## src/design/wtd_pkg.sv

```systemverilog
package wtd_pkg;

    localparam int MAX_WORKERS_DEF = 16;
    localparam int QUEUE_DEPTH_DEF = 64;

    // Command codes carried on s_tuser.
    localparam logic CMD_SUBMIT   = 1'b0;
    localparam logic CMD_COMPLETE = 1'b1;

    // Configuration register index (byte address 4 * index).
    localparam logic REG_WORKER_COUNT = 1'b0;
    localparam logic [4:0] WORKER_COUNT_RST = 5'd1;

    localparam logic [1:0] STRESS_LOW  = 2'd0;
    localparam logic [1:0] STRESS_MID  = 2'd1;
    localparam logic [1:0] STRESS_HIGH = 2'd2;

    localparam int S_TDATA_W = 40;
    localparam int M_TDATA_W = 56;

    // Classified command, as it travels from the front to the back.
    typedef struct packed {
        logic        is_complete;
        logic        bad_worker;
        logic [15:0] task_id;
        logic [15:0] task_type;
        logic [3:0]  worker_id;
    } item_t;

    typedef struct packed {
        logic        dispatch_valid;
        logic [3:0]  dispatch_worker;
        logic [15:0] dispatch_task;
        logic [15:0] dispatch_type;
        logic        queued;
        logic        dropped;
        logic        bad_worker;
        logic [6:0]  pending_count;
        logic [1:0]  stress;
    } result_t;

    typedef enum logic {
        BK_IDLE,
        BK_EXEC
    } back_state_t;

endpackage

```

## src/design/worker_task_dispatcher_top.sv

```systemverilog
// Channel  | Direction | Signals                     | Contents
// input    | in        | s_tvalid/s_tready/s_tdata   | tuser = command, tdata = task and worker
// result   | out       | m_tvalid/m_tready/m_tdata   | one result per accepted command
// config   | in        | psel/penable/pwrite/paddr   | worker_count at byte address 0
//
// The execution unit takes each command from the queue while it reads the head of the
// pending store (registered read port), then updates the worker state and the store.
// An input register and a two-entry command queue let submission continue while
// the execution unit waits on a stalled result register.
// Reset is synchronous and active low; it idles all workers and empties the store.
module worker_task_dispatcher_top #(
    parameter int MAX_WORKERS = wtd_pkg::MAX_WORKERS_DEF,
    parameter int QUEUE_DEPTH = wtd_pkg::QUEUE_DEPTH_DEF
) (
    input  logic                          aclk,
    input  logic                          aresetn,
    input  logic                          s_tvalid,
    output logic                          s_tready,
    // [15:0] task_id, [31:16] task_type, [35:32] worker_id, [39:36] zero
    input  logic [wtd_pkg::S_TDATA_W-1:0] s_tdata,
    // [0] cmd
    input  logic                          s_tuser,
    output logic                          m_tvalid,
    input  logic                          m_tready,
    // [0] dispatch_valid, [4:1] dispatch_worker, [20:5] dispatch_task,
    // [36:21] dispatch_type, [37] queued, [38] dropped, [39] bad_worker,
    // [46:40] pending_count, [48:47] stress, [55:49] zero
    output logic [wtd_pkg::M_TDATA_W-1:0] m_tdata,
    input  logic                          psel,
    input  logic                          penable,
    input  logic                          pwrite,
    input  logic [2:0]                    paddr,
    input  logic [31:0]                   pwdata,
    output logic [31:0]                   prdata,
    output logic                          pready
);

    localparam int AW = $clog2(MAX_WORKERS + 1);

    logic [4:0]       worker_count_reg;
    logic [AW-1:0]    active_workers;
    logic             push_valid;
    logic             push_ready;
    wtd_pkg::item_t   push_item;
    logic             q_valid;
    logic             q_pop;
    wtd_pkg::item_t   q_item;
    wtd_pkg::result_t result;
    logic             cfg_write;

    assign pready    = 1'b1;
    assign cfg_write = psel && penable && pwrite && (paddr[2] == wtd_pkg::REG_WORKER_COUNT);
    assign prdata    = (paddr[2] == wtd_pkg::REG_WORKER_COUNT) ? {27'd0, worker_count_reg}
                                                               : 32'd0;

    always_ff @(posedge aclk) begin
        if (!aresetn) begin
            worker_count_reg <= wtd_pkg::WORKER_COUNT_RST;
        end else if (cfg_write) begin
            worker_count_reg <= pwdata[4:0];
        end
    end

    // A count of zero behaves as one worker; larger counts clamp to the pool size.
    always_comb begin
        if (worker_count_reg == 5'd0) begin
            active_workers = AW'(1);
        end else if (int'(worker_count_reg) > MAX_WORKERS) begin
            active_workers = AW'(MAX_WORKERS);
        end else begin
            active_workers = AW'(worker_count_reg);
        end
    end

    wtd_front #(
        .MAX_WORKERS(MAX_WORKERS)
    ) u_front (
        .aclk           (aclk),
        .aresetn        (aresetn),
        .active_workers (active_workers),
        .s_tvalid       (s_tvalid),
        .s_tready       (s_tready),
        .s_tdata        (s_tdata),
        .s_tuser        (s_tuser),
        .push_valid     (push_valid),
        .push_ready     (push_ready),
        .push_item      (push_item)
    );

    wtd_queue u_queue (
        .aclk       (aclk),
        .aresetn    (aresetn),
        .push_valid (push_valid),
        .push_ready (push_ready),
        .push_item  (push_item),
        .pop_valid  (q_valid),
        .pop        (q_pop),
        .pop_item   (q_item)
    );

    wtd_back #(
        .MAX_WORKERS(MAX_WORKERS),
        .QUEUE_DEPTH(QUEUE_DEPTH)
    ) u_back (
        .aclk           (aclk),
        .aresetn        (aresetn),
        .active_workers (active_workers),
        .q_valid        (q_valid),
        .q_item         (q_item),
        .q_pop          (q_pop),
        .m_valid        (m_tvalid),
        .m_ready        (m_tready),
        .m_result       (result)
    );

    assign m_tdata = {7'd0, result.stress, result.pending_count, result.bad_worker,
                      result.dropped, result.queued, result.dispatch_type,
                      result.dispatch_task, result.dispatch_worker, result.dispatch_valid};

    // A task is either dispatched, queued or dropped, never two of these.
    assert property (@(posedge aclk) disable iff (!aresetn)
        m_tvalid |-> !(result.dispatch_valid && (result.queued || result.dropped)))
        else $error("dispatch reported together with queued or dropped");

    // Submit flags and the completion flag never appear in the same result.
    assert property (@(posedge aclk) disable iff (!aresetn)
        m_tvalid |-> !(result.bad_worker && (result.queued || result.dropped)))
        else $error("bad worker flag on a submit result");

    // Without a dispatch the dispatch fields are cleared.
    assert property (@(posedge aclk) disable iff (!aresetn)
        (m_tvalid && !result.dispatch_valid) |->
            (result.dispatch_worker == 4'd0 && result.dispatch_task == 16'd0 &&
             result.dispatch_type == 16'd0))
        else $error("dispatch fields not cleared");

    // The load level is always one of the three defined codes.
    assert property (@(posedge aclk) disable iff (!aresetn)
        m_tvalid |-> (result.stress == wtd_pkg::STRESS_LOW ||
                      result.stress == wtd_pkg::STRESS_MID ||
                      result.stress == wtd_pkg::STRESS_HIGH))
        else $error("undefined load level");

endmodule

```

## src/design/wtd_front.sv

```systemverilog
module wtd_front #(
    parameter int MAX_WORKERS = wtd_pkg::MAX_WORKERS_DEF,
    localparam int AW = $clog2(MAX_WORKERS + 1)
) (
    input  logic                         aclk,
    input  logic                         aresetn,
    input  logic [AW-1:0]                active_workers,
    input  logic                         s_tvalid,
    output logic                         s_tready,
    input  logic [wtd_pkg::S_TDATA_W-1:0] s_tdata,
    input  logic                         s_tuser,
    output logic                         push_valid,
    input  logic                         push_ready,
    output wtd_pkg::item_t               push_item
);

    logic           valid_reg;
    logic           valid_next;
    wtd_pkg::item_t item_reg;
    wtd_pkg::item_t item_class;
    logic           s_accept;

    assign s_tready = !valid_reg || push_ready;
    assign s_accept = s_tvalid && s_tready;

    // Decode the command and, for a completion, check the worker index against the active pool.
    always_comb begin
        item_class.is_complete = (s_tuser == wtd_pkg::CMD_COMPLETE);
        item_class.task_id     = s_tdata[15:0];
        item_class.task_type   = s_tdata[31:16];
        item_class.worker_id   = s_tdata[35:32];
        item_class.bad_worker  = (s_tuser == wtd_pkg::CMD_COMPLETE) &&
                                 (int'(s_tdata[35:32]) >= int'(active_workers));
    end

    always_comb begin
        valid_next = valid_reg;
        if (s_accept) begin
            valid_next = 1'b1;
        end else if (push_ready) begin
            valid_next = 1'b0;
        end
    end

    always_ff @(posedge aclk) begin
        if (!aresetn) begin
            valid_reg <= 1'b0;
        end else begin
            valid_reg <= valid_next;
        end
    end

    always_ff @(posedge aclk) begin
        if (s_accept) begin
            item_reg <= item_class;
        end
    end

    assign push_valid = valid_reg;
    assign push_item  = item_reg;

endmodule

```

## src/design/wtd_queue.sv

```systemverilog
module wtd_queue (
    input  logic           aclk,
    input  logic           aresetn,
    input  logic           push_valid,
    output logic           push_ready,
    input  wtd_pkg::item_t push_item,
    output logic           pop_valid,
    input  logic           pop,
    output wtd_pkg::item_t pop_item
);

    wtd_pkg::item_t slot_reg [2];
    logic           wr_ptr_reg;
    logic           wr_ptr_next;
    logic           rd_ptr_reg;
    logic           rd_ptr_next;
    logic [1:0]     count_reg;
    logic [1:0]     count_next;
    logic           do_push;
    logic           do_pop;

    assign push_ready = (count_reg != 2'd2);
    assign pop_valid  = (count_reg != 2'd0);
    assign do_push    = push_valid && push_ready;
    assign do_pop     = pop && pop_valid;
    assign pop_item   = slot_reg[rd_ptr_reg];

    always_comb begin
        wr_ptr_next = do_push ? !wr_ptr_reg : wr_ptr_reg;
        rd_ptr_next = do_pop ? !rd_ptr_reg : rd_ptr_reg;
        count_next  = count_reg;
        if (do_push && !do_pop) begin
            count_next = count_reg + 2'd1;
        end else if (do_pop && !do_push) begin
            count_next = count_reg - 2'd1;
        end
    end

    always_ff @(posedge aclk) begin
        if (!aresetn) begin
            wr_ptr_reg <= 1'b0;
            rd_ptr_reg <= 1'b0;
            count_reg  <= 2'd0;
        end else begin
            wr_ptr_reg <= wr_ptr_next;
            rd_ptr_reg <= rd_ptr_next;
            count_reg  <= count_next;
        end
    end

    always_ff @(posedge aclk) begin
        if (do_push) begin
            slot_reg[wr_ptr_reg] <= push_item;
        end
    end

endmodule

```

## src/design/wtd_back.sv

```systemverilog
module wtd_back #(
    parameter int MAX_WORKERS = wtd_pkg::MAX_WORKERS_DEF,
    parameter int QUEUE_DEPTH = wtd_pkg::QUEUE_DEPTH_DEF,
    localparam int AW   = $clog2(MAX_WORKERS + 1),
    localparam int WIDX = (MAX_WORKERS > 1) ? $clog2(MAX_WORKERS) : 1,
    localparam int HW   = $clog2(QUEUE_DEPTH),
    localparam int FW   = $clog2(QUEUE_DEPTH + 1)
) (
    input  logic              aclk,
    input  logic              aresetn,
    input  logic [AW-1:0]     active_workers,
    input  logic              q_valid,
    input  wtd_pkg::item_t    q_item,
    output logic              q_pop,
    output logic              m_valid,
    input  logic              m_ready,
    output wtd_pkg::result_t  m_result
);

    wtd_pkg::back_state_t state_reg;
    wtd_pkg::back_state_t state_next;

    wtd_pkg::item_t       item_reg;
    logic [MAX_WORKERS-1:0] busy_reg;
    logic [MAX_WORKERS-1:0] busy_next;
    logic [HW-1:0]        head_reg;
    logic [HW-1:0]        head_next;
    logic [FW-1:0]        fill_reg;
    logic [FW-1:0]        fill_next;

    logic [31:0]          pending_mem [QUEUE_DEPTH];
    logic [31:0]          rd_data_reg;
    logic                 mem_we;
    logic [HW-1:0]        wr_slot;

    logic                 out_valid_reg;
    logic                 out_valid_next;
    wtd_pkg::result_t     out_reg;
    wtd_pkg::result_t     res;

    logic                 fire;
    logic [MAX_WORKERS-1:0] busy_mid;
    logic                 idle_found;
    logic [WIDX-1:0]      idle_idx;
    logic [WIDX+3:0]      idle_wide;
    logic [FW+6:0]        fill_wide;

    always_comb begin
        state_next = state_reg;
        case (state_reg)
            wtd_pkg::BK_IDLE: begin
                if (q_valid) begin
                    state_next = wtd_pkg::BK_EXEC;
                end
            end
            wtd_pkg::BK_EXEC: begin
                if (fire) begin
                    state_next = wtd_pkg::BK_IDLE;
                end
            end
            default: state_next = wtd_pkg::BK_IDLE;
        endcase
    end

    always_comb begin
        q_pop = 1'b0;
        fire  = 1'b0;
        case (state_reg)
            wtd_pkg::BK_IDLE: q_pop = q_valid;
            wtd_pkg::BK_EXEC: fire  = !out_valid_reg || m_ready;
            default: begin
                q_pop = 1'b0;
                fire  = 1'b0;
            end
        endcase
    end

    // A completion frees its worker before the search for an idle one.
    always_comb begin
        busy_mid = busy_reg;
        if (item_reg.is_complete && !item_reg.bad_worker) begin
            for (int i = 0; i < MAX_WORKERS; i++) begin
                if (int'(item_reg.worker_id) == i) begin
                    busy_mid[i] = 1'b0;
                end
            end
        end
    end

    // Lowest idle worker inside the active pool.
    always_comb begin
        idle_found = 1'b0;
        idle_idx   = '0;
        for (int i = MAX_WORKERS - 1; i >= 0; i--) begin
            if (!busy_mid[i] && (i < int'(active_workers))) begin
                idle_found = 1'b1;
                idle_idx   = WIDX'(i);
            end
        end
    end

    always_comb begin
        int sum;
        sum       = int'(head_reg) + int'(fill_reg);
        if (sum >= QUEUE_DEPTH) begin
            sum = sum - QUEUE_DEPTH;
        end
        wr_slot   = HW'(sum);
        idle_wide = (WIDX + 4)'(idle_idx);

        busy_next = busy_reg;
        head_next = head_reg;
        fill_next = fill_reg;
        mem_we    = 1'b0;
        res       = '0;

        if (!item_reg.is_complete) begin
            if (idle_found) begin
                res.dispatch_valid  = 1'b1;
                res.dispatch_worker = idle_wide[3:0];
                res.dispatch_task   = item_reg.task_id;
                res.dispatch_type   = item_reg.task_type;
                busy_next           = busy_mid;
                for (int i = 0; i < MAX_WORKERS; i++) begin
                    if (WIDX'(i) == idle_idx) begin
                        busy_next[i] = 1'b1;
                    end
                end
            end else if (int'(fill_reg) < QUEUE_DEPTH) begin
                mem_we     = 1'b1;
                fill_next  = fill_reg + FW'(1);
                res.queued = 1'b1;
            end else begin
                res.dropped = 1'b1;
            end
        end else begin
            res.bad_worker = item_reg.bad_worker;
            busy_next      = busy_mid;
            if ((fill_reg != '0) && idle_found) begin
                res.dispatch_valid  = 1'b1;
                res.dispatch_worker = idle_wide[3:0];
                res.dispatch_task   = rd_data_reg[15:0];
                res.dispatch_type   = rd_data_reg[31:16];
                for (int i = 0; i < MAX_WORKERS; i++) begin
                    if (WIDX'(i) == idle_idx) begin
                        busy_next[i] = 1'b1;
                    end
                end
                head_next = (int'(head_reg) == QUEUE_DEPTH - 1) ? '0 : head_reg + HW'(1);
                fill_next = fill_reg - FW'(1);
            end
        end

        fill_wide         = (FW + 7)'(fill_next);
        res.pending_count = fill_wide[6:0];
        if (int'(fill_next) < int'(active_workers)) begin
            res.stress = wtd_pkg::STRESS_LOW;
        end else if (int'(fill_next) <= 2 * int'(active_workers)) begin
            res.stress = wtd_pkg::STRESS_MID;
        end else begin
            res.stress = wtd_pkg::STRESS_HIGH;
        end
    end

    always_comb begin
        out_valid_next = out_valid_reg;
        if (fire) begin
            out_valid_next = 1'b1;
        end else if (m_ready) begin
            out_valid_next = 1'b0;
        end
    end

    always_ff @(posedge aclk) begin
        if (!aresetn) begin
            state_reg     <= wtd_pkg::BK_IDLE;
            busy_reg      <= '0;
            head_reg      <= '0;
            fill_reg      <= '0;
            out_valid_reg <= 1'b0;
        end else begin
            state_reg     <= state_next;
            out_valid_reg <= out_valid_next;
            if (fire) begin
                busy_reg <= busy_next;
                head_reg <= head_next;
                fill_reg <= fill_next;
            end
        end
    end

    always_ff @(posedge aclk) begin
        if (q_pop) begin
            item_reg <= q_item;
        end
        if (fire) begin
            out_reg <= res;
        end
    end

    // The head entry is read every cycle; it only moves, and the store is only
    // written, on the cycle a command completes, so the next command sees it.
    always_ff @(posedge aclk) begin
        if (fire && mem_we) begin
            pending_mem[wr_slot] <= {item_reg.task_type, item_reg.task_id};
        end
        rd_data_reg <= pending_mem[head_reg];
    end

    assign m_valid  = out_valid_reg;
    assign m_result = out_reg;

endmodule

```

## config.mk

```make
export PLATFORM = sky130hd
export DESIGN_NAME = worker_task_dispatcher_top
export DESIGN_NICKNAME = d
export VERILOG_FILES = /design/src/design/wtd_pkg.sv /design/src/design/worker_task_dispatcher_top.sv /design/src/design/wtd_front.sv /design/src/design/wtd_queue.sv /design/src/design/wtd_back.sv
export SDC_FILE = /design/constraint.sdc
export NUM_CORES = 2
export LEC_CHECK = 0
export BUFFER_PORTS_ARGS = -buffer_cell sky130_fd_sc_hd__buf_2
export CORE_MARGIN = 2
export CORE_UTILIZATION = 45
export DETAILED_ROUTE_END_ITERATION = 12
export GPL_TIMING_DRIVEN = 1
export HOLD_SLACK_MARGIN = 0.03
export PLACE_DENSITY = 0.64
export SETUP_SLACK_MARGIN = 0.3
export SYNTH_ARGS = -nofsm -noshare
export SYNTH_HDL_FRONTEND = slang
export SYNTH_SLANG_ARGS = --single-unit
```

## constraint.sdc

```tcl
create_clock -name aclk -period 5 [get_ports aclk]
set_input_delay 0.75 -clock aclk [delete_from_list [all_inputs] [get_ports aclk]]
set_output_delay 0.75 -clock aclk [all_outputs]
set_load 0.01 [all_outputs]
```

* After elaboration in Yosys (flattened, before gate mapping)
Memory sizes are Yosys's and may differ from the RTL's. A register that Yosys moved wholly into a read port is not among the register bits.
Cells that the tools add are included.
** Storage, ports and cells
- Word-level logic and storage cells :: 254
- Register bits :: 128
- RAM bits :: 2124
- Memories kept :: 2
- Bits of input ports :: 83
** Memories
- u_back.pending_mem :: words 64, width 32, rd ports 1, clocked after memory_dff 1, write ports 1, RTL line wtd_back.sv:31 : logic [31:0] pending_mem [QUEUE_DEPTH];
- u_queue.slot_reg :: words 2, width 38, rd ports 1, clocked after memory_dff 1, write ports 1, RTL line wtd_queue.sv:12 : wtd_pkg::item_t slot_reg [2];
** Operators by class
- Bitwise operators :: 2
- Add/sub/neg operators :: 7
- Order comparisons :: 22
- Multiplexer cells :: 100
- Reductions and logical operators :: 65
- Equal/unequal tests :: 32
** Operators with widths (number)
- $mux 37 :: 3
- $mux 1 :: 64
- $mux 16 :: 4
- $mux 4 :: 16
- $lt 4x5->1 const A :: 8
- $eq 4x4->1 const A :: 8
- $eq 4x4->1 const B :: 8
- $logic_and 1x1->1 :: 28
- $mux 7 :: 4
- $logic_not 1->1 :: 23
- $lt 3x5->1 const A :: 4
- $eq 3x4->1 const A :: 4
- $eq 4x3->1 const B :: 4
- $mux 5 :: 3
- $mux 6 :: 2
- $lt 1x5->1 const A :: 2
- $lt 2x5->1 const A :: 2
- $reduce_bool 2->1 :: 5
- $add 6x7->8 :: 1
- $eq 2x4->1 const A :: 2
- $eq 4x2->1 const B :: 2
- $ge 8x7->1 const B :: 1
- $logic_not 4->1 :: 2
- $add 7x1->7 const B :: 1
- other kinds (23) :: 27

* Depth between registers and ports, before layout
- Word-level depth :: 26
- Gate-level depth with buffers :: 16
- Mapped depth without buffers :: 14

* Hierarchy
From an unflattened synthesis, not the netlist that was laid out.
** Unflattened totals
- Cell total of the unflattened synthesis :: 3769
- Area, all modules :: 88939.0 um^2
** Modules (own cells, without submodules)
- wtd_back :: cells each 3498, instances 1, area an instance 84094.4 um^2, sequential area each 65372.7 um^2
- wtd_queue :: cells each 142, instances 1, area an instance 2980.4 um^2, sequential area each 2382.3 um^2
- wtd_front :: cells each 57, instances 1, area an instance 1300.0 um^2, sequential area each 1161.1 um^2
- worker_task_dispatcher_top :: cells each 72, instances 1, area an instance 564.3 um^2, sequential area each 100.1 um^2

* Least setup slack after synthesis
OpenSTA, ideal clock, no wires.
- Path kind :: register to register
- From :: reg worker_count_reg[4]
- To :: mem u_back.pending_mem[15][0] (enable)
- Data arrival time :: 3.808 ns
- Stages on the path, launching flop included :: 10
- Setup time :: 0.421 ns
- Setup slack :: 0.771 ns
- Required time :: 4.579 ns
- Cells stage by stage :: dfxtp_1 or4_1 a21oi_1 o21ai_2 or4_4 buf_6 nor3_4 and3_1 nand3_1 nor2_1
** On the way
- Word-level cells in the longest chain between the ends :: 26
- Elaborated cells on any way between the ends :: 57
- Those cells by class :: order compare (17); mux (22); reduce/logical (18)
** Ends and longest elaborated chain
- from (decl) :: RTL line worker_task_dispatcher_top.sv:40 : logic [4:0] worker_count_reg;
- from (signal assigned) :: RTL line worker_task_dispatcher_top.sv:58 : worker_count_reg <= wtd_pkg::WORKER_COUNT_RST;
- from (signal assigned) :: RTL line worker_task_dispatcher_top.sv:60 : worker_count_reg <= pwdata[4:0];
- $gt 5x5->1 :: RTL line worker_task_dispatcher_top.sv:68 : end else if (int'(worker_count_reg) > MAX_WORKERS) begin
- $mux 5 :: RTL line worker_task_dispatcher_top.sv:68
- $mux 5 (*) :: RTL line worker_task_dispatcher_top.sv:66 : if (worker_count_reg == 5'd0) begin
- $lt 4x5->1 :: RTL line wtd_back.sv:95 : if (!busy_mid[i] && (i < int'(active_workers))) begin
- $logic_and 1x1->1 :: RTL line wtd_back.sv:95
- $mux 1 (15 in a row) :: RTL line wtd_back.sv:95
- $mux 1 (*) :: RTL line wtd_back.sv:95
- $mux 1 (*) :: RTL line wtd_back.sv:118 : if (idle_found) begin
- $mux 1 (*) :: RTL line wtd_back.sv:117 : if (!item_reg.is_complete) begin
- $logic_and 1x1->1 (*) :: RTL line wtd_back.sv:204 : if (fire && mem_we) begin
- $mux 1 (*) :: RTL line wtd_back.sv:204
- $mux 1 (implied by the code) (*) :: RTL line wtd_back.sv:205 : pending_mem[wr_slot] <= {item_reg.task_type, item_reg.task_id};
- to (decl) :: RTL line wtd_back.sv:31
Mark *: on every way between the ends. The rest lies on a longest branch, timed or not.

* Worst setup path after layout
- From :: reg, netlist name u_back.item_reg[2]
- To :: reg u_back.out_reg, in the netlist u_back.m_result[1], data pin
** On the way
- Word-level cells in the longest chain between the ends :: 26
- Elaborated cells on any way between the ends :: 88
- Those cells by class :: order compare (2); eq/ne (15); mux (37); reduce/logical (34)
** Ends and longest elaborated chain
- $eq 4x1->1 :: RTL line wtd_back.sv:83 : if (int'(item_reg.worker_id) == i) begin
- $mux 1 :: RTL line wtd_back.sv:83
- $mux 16 (*) :: RTL line wtd_back.sv:81 : if (item_reg.is_complete && !item_reg.bad_worker) begin
- $logic_not 1->1 :: RTL line wtd_back.sv:95
- $logic_and 1x1->1 :: RTL line wtd_back.sv:95
- $mux 1 (15 in a row) :: RTL line wtd_back.sv:95
- $mux 1 (*) :: RTL line wtd_back.sv:95
- $logic_and 1x1->1 :: RTL line wtd_back.sv:139 : if ((fill_reg != '0) && idle_found) begin
- $mux 7 :: RTL line wtd_back.sv:139
- $mux 7 (*) :: RTL line wtd_back.sv:117
- named net u_back.fill_next[4] :: RTL line wtd_back.sv:29 : logic [FW-1:0] fill_next;
- $le 7x6->1 :: RTL line wtd_back.sv:158 : end else if (int'(fill_next) <= 2 * int'(active_workers)) begin
- $mux 2 :: RTL line wtd_back.sv:158
- to (signal assigned) :: RTL line wtd_back.sv:197 : out_reg <= res;
- to (decl) :: RTL line wtd_back.sv:38 : wtd_pkg::result_t out_reg;
Mark *: on every way through the listed nets, which the timed path passes. The rest lies on a longest branch.
A chain may end at the register's enable or synchronous reset.

==> run_results.csv <==
group,metric,value,unit
detailed_routing,via_per_inst,5.79,
floorplanning,die-area,0.201,mm²
global_route,grt_max_degree,126,
synthesis,yosysSeqAreaShare,0.778,
clock_network,cts_buffers,222,
critical_path,endpoint_kind,"flip-flop",
detailed_routing,wirelength,195000,µm
outcome,status,"complete, no violations",
power,p_sw,0.0110,W
hold_path,holdPathStages,1,
clock_network,cts_buffer_depth,3,
power,p_clk_frac,0.361,
power,pwr-share-comb,0.108,
floorplanning,start_util,0.454,
global_route,grt_pass1_vias,40600,
timing,fmax,0.226,GHz
cells_and_area,instances_no_fill,6857,
timing,slew_headroom,0.200,
hold_path,hp-start,"s_tdata[20]",
critical_path,r2r_cells,14,
critical_path,r2r-start,"u_back.item_reg[2]",
critical_path,ff2ff_setup_slack,580,ps
global_route,antenna_found_initial,10,
global_route,grt_pass1_wl,282000,µm
synthesis,synth_area_per_cell,23.7,µm²
place,globalplace.congestion,0.831,
critical_path,r2r-end,"u_back.m_result[1]",
synthesis,synth-main-ff-cell,"edfxtp_1",
clock_network,root_buffer,"clkbuf_16",
timing,worstMarginPinSlew,1200,ps
cells_and_area,final_common_cell,"edfxtp_1",
place,placed_cells,6416,
clock_network,htree_levels,4,
critical_path,required,5600,ps
power,peakVddDrop,333,µV
power,leakage,30.6,nW
clock_network,clkSinkCount,2322,
critical_path,worst-path-buf-inv,0,
critical_path,worst-setup-path-type,"reg -> reg",
critical_path,arrival,5010,ps
timing,post-route-min-period,4420,ps
synthesis,yosys_warnings,0,
critical_path,cp_slowest_stage_delay,620,ps
cells_and_area,drive_gt1_frac,0.322,
floorplanning,pin_count,174,
hold_path,hold-path-endpoint,"u_front.push_item[8]",
floorplanning,core,0.195,mm²
floorplanning,die_h,448,µm
global_route,grt_usage,0.196,
place,dp_hpwl,110000,µm
detailed_routing,final_antenna_net_count,0,
timing,period_share,0.884,
synthesis,synthDistinctLibCells,70,
synthesis,synth_top_cell_area_share,0.762,
synthesis,ys_ff_latch,2322,
cells_and_area,syn_to_final_growth,14.2,%
synthesis,yosys.area.top_type,"edfxtp_1",
timing,clock_skew,48.9,ps
detailed_routing,drcViolationCount,0,
detailed_routing,wire_per_inst,28.5,µm
power,power_density,448,mW/mm²
cells_and_area,layout_common_cells,"edfxtp_1 (2,249), mux4_2 (672), clkbuf_16 (226)",
timing,setup_viol,0,
hold_path,min_path_type,"in -> reg",
critical_path,cp_num_cells,14,
global_route,grt.overflow.total,0,
clock_network,cts_resized,0,
detailed_routing,dr.first_iter.drc_count,4465,
clock_network,clk_pin_slew_worst_paths,60,ps
synthesis,synthCells,3732,
floorplanning,rows,162,
power,netSwitchingFraction,0.243,
floorplanning,die-width,448,µm
power,intPower,0.0343,W
critical_path,crit_family,"simple AND/OR/NAND/NOR gates",
critical_path,worst_setup_path_start_kind,"flip-flop",
detailed_routing,drtPass1Iterations,5,
synthesis,syn_area,0.0886,mm²
synthesis,synth_edf_count,2249,
job,drv_cap,0,
cells_and_area,nets,4147,
clock_network,cts_tree,"built",
critical_path,crit_chain,"or4b_1 > o21ai_0 > o2bb2ai_1 > nor4_2 > a211oi_4 > a22oi_4 > nor2_1 > xor2_1 > ha_1 > and3_1 > and3_1 > or4b_1 > a31o_2 > o41a_1",
critical_path,worstPathMaxFanout,6,
timing,finalSetupTns,0,ps
timing,hold_violations,0,
timing,grt_setup_unrepaired,"no",
critical_path,slowest_stage,"or4b_1",
clock_network,clock_latency,850,ps
synthesis,synth_area_leaders,"edfxtp_1 (76%), mux4_2 (17%), dfxtp_1 (1.6%)",
cells_and_area,largest_reg_flops,2048,
timing,final_max_slew_viol_count,0,
power,seq_power_share,0.532,
place,place.port_buffers,105,
synthesis,async_reset_ff_frac,0,
detailed_routing,vias,39700,
[per-stage QoR]
| step | hold WS, ps | area (µm²) | setup slack [ps] | power [W] | utilization |
|---|---|---|---|---|---|
| floorplan | 421 | 88800 | 771 | 0.0273 | - |
| global placement | 425 | 93800 | 568 | 0.0293 | 0.480 |
| detailed placement | 430 | 93800 | 531 | 0.0294 | 0.480 |
| CTS | 30.3 | 101000 | 533 | 0.0457 | 0.518 |
| global route | 58.2 | 101000 | 318 | 0.0468 | 0.518 |
| finish | 102 | 101000 | 581 | 0.0453 | 0.518 |
[power by group through the flow]
| stage | Combinational (W) | Sequential (W) | Clock, W |
|---|---|---|---|
| global placement | 0.00478 | 0.0245 | 0 |
| CTS | 0.00492 | 0.0241 | 0.0167 |
| floorplan | 0.00221 | 0.0250 | 0 |
| detailed placement | 0.00490 | 0.0245 | 0 |
| finish | 0.00487 | 0.0241 | 0.0163 |
| global route | 0.00526 | 0.0241 | 0.0174 |
[layer usage]
layer,global-route usage,vias up,share of wire
met2,0.332,1262,0.52
li1,-,16500,-
met5,0,-,0
met1,0.266,21700,0.41
met3,0.0346,234,0.062
met4,0.0439,0,0.016
[final cells by class]
| cell class | count | area (µm²) |
|---|---|---|
| Antenna cell | 4 | 10.0 |
| Clock buffer | 292 | 6040 |
| Clock inverter | 121 | 1100 |
| Fill cell | 14900 | 94200 |
| Inverter | 18 | 67.6 |
| Multi-Input combinational cell | 1207 | 19200 |
| Sequential cell | 2322 | 69000 |
| Tap cell | 2624 | 3280 |
| Timing Repair Buffer | 269 | 2450 |
[how the worst max path moves through the flow]
| stage | startpoint | end | slack, ps |
|---|---|---|---|
| after CTS | worker_count_reg[4] | u_back.m_result[1] | 530 |
| after detailed placement | worker_count_reg[4] | u_back.m_result[1] | 530 |
| final | u_back.item_reg[2] | u_back.m_result[1] | 580 |
| after global routing | u_back.item_reg[37] | u_back.m_result[1] | 320 |
| after global placement | worker_count_reg[4] | u_back.m_result[1] | 570 |
| after floorplan | worker_count_reg[4] | u_back.pending_mem[15][0] | 770 |
[timing repair]
| action | 4_1_cts | 5_1_grt |
|---|---|---|
| hold buffers | 21 | 0 |
| endpoints found under the hold margin | 21 | 0 |
| endpoints found under the setup margin | 0 | 1 |
| buffers inserted | 0 | 3 |
[kinds of logic after synthesis]
kind of cell               count (synthesis)  synth area share
muxes                                    716             0.176
other                                      2         0.0000847
AOI/OAI and AO/OA                        172            0.0143
DFF                                     2322             0.778
and+or+nand+nor                          237            0.0134
xor gates and xnor gates                  23           0.00227
buffers and inverters                    236            0.0118
adders and majority gates                 24           0.00347
[worst reg2reg max path: stages, from the launching register on]
cell and delay, ps:
edfxtp_1 440, or4b_1 620, o21ai_0 310, o2bb2ai_1 240, nor4_2 170, a211oi_4 430, a22oi_4 130, nor2_1 150
xor2_1 320, ha_1 210, and3_1 170, and3_1 190, or4b_1 470, a31o_2 220, o41a_1 100
[cells in the mapped netlist, types with 6 or more instances]
master / count
or3_1: 7
xnor2_1: 17
o21ai_0: 33
nand2_1: 45
o211ai_1: 21
ha_1: 23
nand3_1: 11
a31oi_1: 6
nor3_1: 7
nor2b_1: 9
edfxtp_1: 2249
nor2_1: 91
mux2i_1: 6
a21oi_1: 14
a21boi_0: 8
buf_1: 46
inv_1: 17
buf_2: 6
a21o_1: 11
a22o_1: 32
mux2_2: 38
mux4_2: 672
buf_4: 36
clkbuf_1: 128
nand2b_1: 12
and2_1: 15
o21a_1: 14
dfxtp_1: 73
and3_1: 9
xor2_1: 6
(Power assumes the default switching activity.)
